$ cat src/hdl/lsma_pkg.sv
// Shared types, widths and operation codes for the limb-serial multiprecision ALU.
package lsma_pkg;

  localparam int unsigned DataW  = 32;
  localparam int unsigned LimbW  = 32;
  localparam int unsigned KindW  = 3;
  localparam int unsigned QDepth = 2;
  localparam int unsigned QPtrW  = $clog2(QDepth);
  localparam int unsigned QCntW  = $clog2(QDepth + 1);

  localparam logic [KindW-1:0] KIND_ADD = 3'd0;
  localparam logic [KindW-1:0] KIND_SUB = 3'd1;
  localparam logic [KindW-1:0] KIND_MUL = 3'd2;
  localparam logic [KindW-1:0] KIND_AND = 3'd3;
  localparam logic [KindW-1:0] KIND_CMP = 3'd4;

  localparam logic [1:0] VERDICT_EQ = 2'b00;
  localparam logic [1:0] VERDICT_GT = 2'b01;
  localparam logic [1:0] VERDICT_LT = 2'b11;

  typedef enum logic [2:0] {
    OP_ADD,
    OP_SUB,
    OP_MUL,
    OP_AND,
    OP_CMP,
    OP_NOP
  } op_e;

  typedef struct packed {
    op_e              op;
    logic [LimbW-1:0] a;
    logic [LimbW-1:0] b;
    logic             first;
    logic             last;
  } cmd_t;

  typedef struct packed {
    logic [DataW-1:0] limb;
    logic [DataW-1:0] carry;
    logic [1:0]       verdict;
    logic             done;
  } res_t;

endpackage

$ cat src/hdl/lsma_front.sv
// Front end: accepts limb requests, decodes the operation and queues commands.
module lsma_front (
  input  logic                       clk_i,
  input  logic                       rst_ni,
  input  logic                       push,
  output logic                       full,
  input  logic [lsma_pkg::KindW-1:0] kind_i,
  input  logic [lsma_pkg::DataW-1:0] a_limb_i,
  input  logic [lsma_pkg::DataW-1:0] b_limb_i,
  input  logic                       first_i,
  input  logic                       last_i,
  output logic                       cmd_valid_o,
  output lsma_pkg::cmd_t             cmd_o,
  input  logic                       cmd_take_i
);

  lsma_pkg::cmd_t                   cmd_in;
  lsma_pkg::cmd_t                   cmd_q [lsma_pkg::QDepth];
  logic [lsma_pkg::QPtrW-1:0]       wr_ptr_q, wr_ptr_d;
  logic [lsma_pkg::QPtrW-1:0]       rd_ptr_q, rd_ptr_d;
  logic [lsma_pkg::QCntW-1:0]       cnt_q, cnt_d;
  logic                             wr_en;
  logic                             rd_en;

  // Classify the request; unused kinds: a no-op holding state unless first.
  always_comb begin
    cmd_in.a     = a_limb_i[lsma_pkg::LimbW-1:0];
    cmd_in.b     = b_limb_i[lsma_pkg::LimbW-1:0];
    cmd_in.first = first_i;
    cmd_in.last  = last_i;
    case (kind_i)
      lsma_pkg::KIND_ADD: cmd_in.op = lsma_pkg::OP_ADD;
      lsma_pkg::KIND_SUB: cmd_in.op = lsma_pkg::OP_SUB;
      lsma_pkg::KIND_MUL: cmd_in.op = lsma_pkg::OP_MUL;
      lsma_pkg::KIND_AND: cmd_in.op = lsma_pkg::OP_AND;
      lsma_pkg::KIND_CMP: cmd_in.op = lsma_pkg::OP_CMP;
      default:            cmd_in.op = lsma_pkg::OP_NOP;
    endcase
  end

  assign full        = (cnt_q == lsma_pkg::QCntW'(lsma_pkg::QDepth));
  assign cmd_valid_o = (cnt_q != '0);
  assign cmd_o       = cmd_q[rd_ptr_q];
  assign wr_en       = push & ~full;
  assign rd_en       = cmd_take_i & cmd_valid_o;

  always_comb begin
    wr_ptr_d = wr_en ? wr_ptr_q + 1'b1 : wr_ptr_q;
    rd_ptr_d = rd_en ? rd_ptr_q + 1'b1 : rd_ptr_q;
    cnt_d    = cnt_q + lsma_pkg::QCntW'(wr_en) - lsma_pkg::QCntW'(rd_en);
  end

  always_ff @(posedge clk_i or negedge rst_ni) begin
    if (!rst_ni) begin
      wr_ptr_q <= '0;
      rd_ptr_q <= '0;
      cnt_q    <= '0;
    end else begin
      wr_ptr_q <= wr_ptr_d;
      rd_ptr_q <= rd_ptr_d;
      cnt_q    <= cnt_d;
    end
  end

  always_ff @(posedge clk_i) begin
    if (wr_en) begin
      cmd_q[wr_ptr_q] <= cmd_in;
    end
  end

endmodule

$ cat src/hdl/lsma_back.sv
// Back end: limb ALU with running carry and verdict, plus the result queue.
module lsma_back (
  input  logic                 clk_i,
  input  logic                 rst_ni,
  input  logic                 cmd_valid_i,
  input  lsma_pkg::cmd_t       cmd_i,
  output logic                 cmd_take_o,
  output logic                 empty,
  input  logic                 pop,
  output lsma_pkg::res_t       res_o
);

  localparam int unsigned LW = lsma_pkg::LimbW;

  logic [LW-1:0]               carry_q, carry_d;
  logic [1:0]                  verdict_q, verdict_d;
  logic [LW-1:0]               c_in;
  logic [1:0]                  v_in;
  logic [LW+1:0]               sum;
  logic [LW:0]                 subtrahend;
  logic [LW:0]                 diff;
  logic [2*LW-1:0]             prod;
  logic [LW-1:0]               res_limb;
  lsma_pkg::res_t              res_in;
  lsma_pkg::res_t              res_q [lsma_pkg::QDepth];
  logic [lsma_pkg::QPtrW-1:0]  wr_ptr_q, wr_ptr_d;
  logic [lsma_pkg::QPtrW-1:0]  rd_ptr_q, rd_ptr_d;
  logic [lsma_pkg::QCntW-1:0]  cnt_q, cnt_d;
  logic                        rd_en;

  assign cmd_take_o = cmd_valid_i & (cnt_q != lsma_pkg::QCntW'(lsma_pkg::QDepth));
  assign rd_en      = pop & ~empty;
  assign empty      = (cnt_q == '0);
  assign res_o      = res_q[rd_ptr_q];

  // A first limb starts from a clear carry and an equal verdict.
  assign c_in = cmd_i.first ? '0 : carry_q;
  assign v_in = cmd_i.first ? lsma_pkg::VERDICT_EQ : verdict_q;

  assign sum        = (LW+2)'(cmd_i.a) + (LW+2)'(cmd_i.b) + (LW+2)'(c_in);
  assign subtrahend = (LW+1)'(cmd_i.b) + (LW+1)'(c_in);
  assign diff       = (LW+1)'(cmd_i.a) - subtrahend;
  assign prod       = (2*LW)'(cmd_i.a) * (2*LW)'(cmd_i.b) + (2*LW)'(c_in);

  always_comb begin
    res_limb  = '0;
    carry_d   = c_in;
    verdict_d = v_in;
    case (cmd_i.op)
      lsma_pkg::OP_ADD: begin
        res_limb = sum[LW-1:0];
        carry_d  = LW'(sum[LW+1:LW]);
      end
      lsma_pkg::OP_SUB: begin
        res_limb = diff[LW-1:0];
        carry_d  = LW'((LW+1)'(cmd_i.a) < subtrahend);
      end
      lsma_pkg::OP_MUL: begin
        res_limb = prod[LW-1:0];
        carry_d  = prod[2*LW-1:LW];
      end
      lsma_pkg::OP_AND: begin
        res_limb = cmd_i.a & cmd_i.b;
        carry_d  = '0;
      end
      lsma_pkg::OP_CMP: begin
        if (cmd_i.a > cmd_i.b) begin
          verdict_d = lsma_pkg::VERDICT_GT;
        end else if (cmd_i.a < cmd_i.b) begin
          verdict_d = lsma_pkg::VERDICT_LT;
        end
      end
      default: begin
        res_limb = '0;
      end
    endcase
  end

  // Report carry and verdict only on the last limb of a run.
  always_comb begin
    res_in.limb    = lsma_pkg::DataW'(res_limb);
    res_in.carry   = '0;
    res_in.verdict = lsma_pkg::VERDICT_EQ;
    res_in.done    = cmd_i.last;
    if (cmd_i.last) begin
      if (cmd_i.op inside {lsma_pkg::OP_ADD, lsma_pkg::OP_SUB, lsma_pkg::OP_MUL}) begin
        res_in.carry = lsma_pkg::DataW'(carry_d);
      end
      if (cmd_i.op == lsma_pkg::OP_CMP) begin
        res_in.verdict = verdict_d;
      end
    end
  end

  always_comb begin
    wr_ptr_d = cmd_take_o ? wr_ptr_q + 1'b1 : wr_ptr_q;
    rd_ptr_d = rd_en ? rd_ptr_q + 1'b1 : rd_ptr_q;
    cnt_d    = cnt_q + lsma_pkg::QCntW'(cmd_take_o) - lsma_pkg::QCntW'(rd_en);
  end

  always_ff @(posedge clk_i or negedge rst_ni) begin
    if (!rst_ni) begin
      carry_q   <= '0;
      verdict_q <= lsma_pkg::VERDICT_EQ;
      wr_ptr_q  <= '0;
      rd_ptr_q  <= '0;
      cnt_q     <= '0;
    end else begin
      if (cmd_take_o) begin
        carry_q   <= carry_d;
        verdict_q <= verdict_d;
      end
      wr_ptr_q <= wr_ptr_d;
      rd_ptr_q <= rd_ptr_d;
      cnt_q    <= cnt_d;
    end
  end

  always_ff @(posedge clk_i) begin
    if (cmd_take_o) begin
      res_q[wr_ptr_q] <= res_in;
    end
  end

`ifndef SYNTH
  assert property (@(posedge clk_i) disable iff (!rst_ni)
    cnt_q <= lsma_pkg::QCntW'(lsma_pkg::QDepth))
    else $error("result queue count overflow");

  assert property (@(posedge clk_i) disable iff (!rst_ni)
    verdict_q != 2'b10)
    else $error("verdict register holds an invalid code");

  assert property (@(posedge clk_i) disable iff (!rst_ni)
    cmd_take_o && cmd_i.op == lsma_pkg::OP_SUB |=> carry_q <= LW'(1))
    else $error("borrow after subtract exceeds one");

  assert property (@(posedge clk_i) disable iff (!rst_ni)
    cmd_take_o && cmd_i.op == lsma_pkg::OP_AND |=> carry_q == '0)
    else $error("carry not cleared after and");
`endif

endmodule

$ cat src/hdl/limb_serial_multiprecision_alu_top.sv
// Top level of the limb-serial multiprecision ALU: front end, back end and their wiring.
//
// Usage: operands stream in one limb pair per request, least significant limb
// first, with first_i on the lowest limb and last_i on the highest. The input
// side is a queue: a request is taken when push is high and full is low. The
// result side is a queue too: the oldest result sits on the result ports while
// empty is low and leaves when pop is high.
// A taken request is written into the front command queue; the back end computes
// its result from the head of that queue and writes it into the result queue,
// from which it reaches the result ports; a full result queue keeps it waiting.
// Throughput: one limb per cycle while the result queue is not full, set by the
// back-end carry loop through the limb adder and the one limb-by-limb multiplier.
// Reset clears both queues, the running carry and the verdict (equal).
// When the receiver stops popping, the two-entry result queue fills, the back
// end stops taking commands, the two-entry command queue fills and full rises;
// no request or result is dropped.
module limb_serial_multiprecision_alu_top (
  input  logic                       clk_i,
  input  logic                       rst_ni,
  input  logic                       push,
  output logic                       full,
  input  logic [lsma_pkg::KindW-1:0] kind_i,
  input  logic [lsma_pkg::DataW-1:0] a_limb_i,
  input  logic [lsma_pkg::DataW-1:0] b_limb_i,
  input  logic                       first_i,
  input  logic                       last_i,
  output logic                       empty,
  input  logic                       pop,
  output logic [lsma_pkg::DataW-1:0] result_limb_o,
  output logic [lsma_pkg::DataW-1:0] carry_out_o,
  output logic signed [1:0]          verdict_o,
  output logic                       done_res_o
);

  logic           cmd_valid;
  logic           cmd_take;
  lsma_pkg::cmd_t cmd;
  lsma_pkg::res_t res;

  lsma_front u_front (
    .clk_i       (clk_i),
    .rst_ni      (rst_ni),
    .push        (push),
    .full        (full),
    .kind_i      (kind_i),
    .a_limb_i    (a_limb_i),
    .b_limb_i    (b_limb_i),
    .first_i     (first_i),
    .last_i      (last_i),
    .cmd_valid_o (cmd_valid),
    .cmd_o       (cmd),
    .cmd_take_i  (cmd_take)
  );

  lsma_back u_back (
    .clk_i       (clk_i),
    .rst_ni      (rst_ni),
    .cmd_valid_i (cmd_valid),
    .cmd_i       (cmd),
    .cmd_take_o  (cmd_take),
    .empty       (empty),
    .pop         (pop),
    .res_o       (res)
  );

  assign result_limb_o = res.limb;
  assign carry_out_o   = res.carry;
  assign verdict_o     = res.verdict;
  assign done_res_o    = res.done;

endmodule
$ cat config.mk
export PLATFORM = sky130hd
export DESIGN_NAME = limb_serial_multiprecision_alu_top
export DESIGN_NICKNAME = d
export VERILOG_FILES = /design/src/hdl/lsma_pkg.sv /design/src/hdl/lsma_front.sv /design/src/hdl/lsma_back.sv /design/src/hdl/limb_serial_multiprecision_alu_top.sv
export SDC_FILE = /design/constraint.sdc
export NUM_CORES = 2
export LEC_CHECK = 0
export BUFFER_PORTS_ARGS = -buffer_cell sky130_fd_sc_hd__buf_2
export CAP_MARGIN = 20
export CORE_MARGIN = 4
export CORE_UTILIZATION = 52
export DETAILED_ROUTE_END_ITERATION = 6
export HOLD_SLACK_MARGIN = 0.05
export PLACE_DENSITY_LB_ADDON = 0.12
export SETUP_SLACK_MARGIN = 0.2
export SYNTH_ARGS = -nofsm -noshare
export SYNTH_HDL_FRONTEND = slang
export SYNTH_SLANG_ARGS = --single-unit
$ cat constraint.sdc
create_clock -name clk_i -period 11.3 [get_ports clk_i]
set_clock_uncertainty 0.15 [all_clocks]
set_input_delay 2.825 -clock clk_i [delete_from_list [all_inputs] [get_ports clk_i]]
set_output_delay 2.825 -clock clk_i [all_outputs]
set_load 0.005 [all_outputs]
==> flow_metrics.tcl <==
set metrics [dict create \
    status "complete, but fails checks" \
    failed_checks "design-rule violations" \
    cts_resized 0 \
    path_class "reg2reg" \
    postCtsSetupRepairBufs 0 \
    cp_max_fo 24 \
    cp_slowest_cell "dfrtp_4" \
    numCtsBuffers 35 \
    synth_top_cell_by_area "fa_1" \
    synth_compound_area_share_pct 9.02 \
    synth_seq_area_share_pct 17.5 \
    grt_pass1_vias 43200 \
    path_delay_family "adder cells" \
    fin_crit_ps 10280 \
    setup_viol 0 \
    synth_cells 5630 \
    antenna_found_initial 15 \
    synth_nets 7063 \
    grt_remaining_overflow 0 \
    synth-simple-area-share_pct 12.1 \
    htree_levels 2 \
    drt_wl_total_um 191000 \
    ys_seq_elements 314 \
    max_stage_delay_ps 880 \
    ys_types 86 \
    die_w_um 326 \
    ant_nets 0 \
    dpl.hpwl_um 155000 \
    yosysTopAreaCellShare_pct 35.4 \
    fin_tns_setup_ps 0 \
    post-synth-top-count-cell "inv_1" \
    synth_edf_count 272 \
    synth_area_leaders "fa_1 (35%), edfxtp_1 (16%), ha_1 (10%)" \
    fin_nets 7164 \
    report.final.hold_viol_count 0 \
    clk_pin_slew_ps 60 \
    slew_violations 0 \
    yosys_warnings 0 \
    cts_tree "built" \
    die-area_sq_mm 0.106 \
    vias_per_cell 5.94 \
    clock_sinks 314 \
    muxShareOfSynthArea_pct 2.91 \
    fillCellCount 9145 \
    synth_area_per_cell_sq_um 9.34 \
    root_buffer "clkbuf_16" \
    maxCapViolCount 0 \
    synth_top_family_by_area "adder cells" \
    finalCritPeriodShare_pct 91.0 \
    drc 7 \
    rsz0062_at_grt "no" \
    worst-slew-pin-transition_ps 1260 \
    startpoint_type "flip-flop" \
    grt_max_degree 69 \
    numPortBuffers 141 \
    num_rows 116 \
    yosys.area_share.xor_xnor_pct 2.87 \
    endpoint_kind "flip-flop" \
    hold_class "reg2reg" \
    synthArstFlopShare_pct 13.4 \
    drtPass1Iterations 7 \
    gp_congestion 1.02 \
    clk_path_buf_depth 3 \
    drt_iter0_markers 4085 \
    syn2layout_area_growth_pct 7.91 \
    wl_per_cell_um 27.0 \
    hold_buffers 0 \
    cp.required_ps 11440 \
    syn_area_sq_mm 0.0526 \
    synthTopCellsByCount "inv_1 (1139), fa_1 (931), nor2_1 (723)" \
    cpMostUsedCell "fa_1" \
    yosys.area_share.adder_pct 45.7 \
    grt.total_usage_pct 36.1 \
    grt_pass1_wl_um 281000 \
    clock_latency_ps 590 \
    start_util_pct 52.5 \
    core-area_sq_mm 0.100 \
    num_vias 41900 \
    arrival_ps 10430 \
    die_h_um 326 \
    crit_buf_inv 6 \
    pin_count 142 \
    max_freq_ghz 0.0972 \
    dominantRegCellSynth "edfxtp_1" \
    drive_gt1_share_pct 9.00 \
    max_slew_margin_pct 15.8 \
]
-- stage by stage --
| step | area, sq um | hold slack (ps) | worst slack [ps] | std cells | util (%) |
|---|---|---|---|---|---|
| after floorplan | 52600 | 292 | 2510 | 5630 | - |
| after global placement | 55600 | 307 | 1150 | 6990 | 55.5 |
| after detailed placement | 55600 | 322 | 1170 | 6991 | 55.5 |
| after CTS | 56700 | 337 | 1130 | 7054 | 56.6 |
| after global routing | 56700 | 366 | 821 | 7055 | 56.6 |
| final | 56700 | 336 | 1020 | 7059 | 56.7 |
-- layout by cell type (no fill, tap or decap), types with 16 or more instances in the layout --
master and instances:
dfrtp_1 40, o21ai_0 134, ha_1 429, buf_2 142, inv_1 1137, mux2i_4 16, clkbuf_16 35, nand2b_1 34
mux2i_2 39, nand4_1 24, nor2b_1 27, a211oi_1 26, nand2_1 581, mux2i_1 18, o21bai_1 29, buf_4 150
xor2_1 67, and2_1 27, xnor2_1 105, a21oi_1 186, clkinv_1 26, a31oi_1 27, nand3_1 37, o21a_1 24
fa_1 931, a21o_1 106, mux2_2 71, nor2_1 718, edfxtp_1 272, nor3_1 28
-- state kept, by name (all words and copies together), names as in the netlist --
register          cells
u_front.cmd_q       138
u_back.res_q        134
u_back.carry_q       32
u_back.cnt_q          2
u_back.verdict_q      2
u_front.cnt_q         2
u_back.rd_ptr_q       1
u_back.wr_ptr_q       1
u_front.rd_ptr_q      1
u_front.wr_ptr_q      1
-- area by class of cell --
type                    count  area, sq um  share of cell area [%]
clock inverters            21          188                   0.331
diodes                      4         10.0                  0.0176
flip-flops and latches    314         9220                    16.3
repair buffers            295         1900                    3.36
well taps                1298         1620                    2.86
clock buffers              42          912                    1.61
multi-input cells        3927        38500                    67.9
inverters                1158         4350                    7.66
-- final timing paths --
path	endpoint	cells past startpoint	slack, ps	startpoint
setup / recovery	u_back.res_q[0][8]	26	1020	u_front.rd_ptr_q
hold / removal	u_back.carry_q[3]	2	340	u_back.carry_q[3]
setup reg to reg	u_back.res_q[0][8]	26	1020	u_front.rd_ptr_q
hold reg to reg	u_back.carry_q[3]	2	340	u_back.carry_q[3]
max in group asynchronous	u_front.rd_ptr_q	2	8240	rst_ni
min in group asynchronous	u_back.carry_q[26]	2	2220	rst_ni
-- layer usage --
layer | global-route usage (%) | up-vias | share of wire, %
met5 | 0 | - | 0.044
met4 | 21.7 | 10 | 7.6
met3 | 6.87 | 600 | 9.1
met2 | 57.6 | 2143 | 46
met1 | 46.0 | 21300 | 37
li1 | - | 17900 | -
-- cell families after synthesis --
group | after synthesis
and+or+nand+nor | 1544
adders and majority gates | 1360
AOI/OAI and AO/OA | 707
muxes | 144
buffers and inverters | 1389
xor gates and xnor gates | 172
DFF | 314
-- worst register-to-register path: stages (launching register included) --
cell and delay [ps]:
dfrtp_4 880, buf_12 370, mux2i_2 180, inv_1 630
ha_1 670, fa_1 540, fa_1 490, inv_1 80
fa_1 500, fa_1 520, inv_1 60, fa_1 550
fa_1 430, fa_1 530, inv_1 90, fa_1 490
inv_1 40, ha_1 370, a21oi_1 340, nand2_1 100
a211o_1 350, a41oi_1 270, a21oi_2 120, nand2_1 150
o21ai_0 150, xnor2_1 800, nor2_1 120
Power is not shown: default switching activity piles up to over one toggle a cycle in this logic, so the estimate is an artifact.
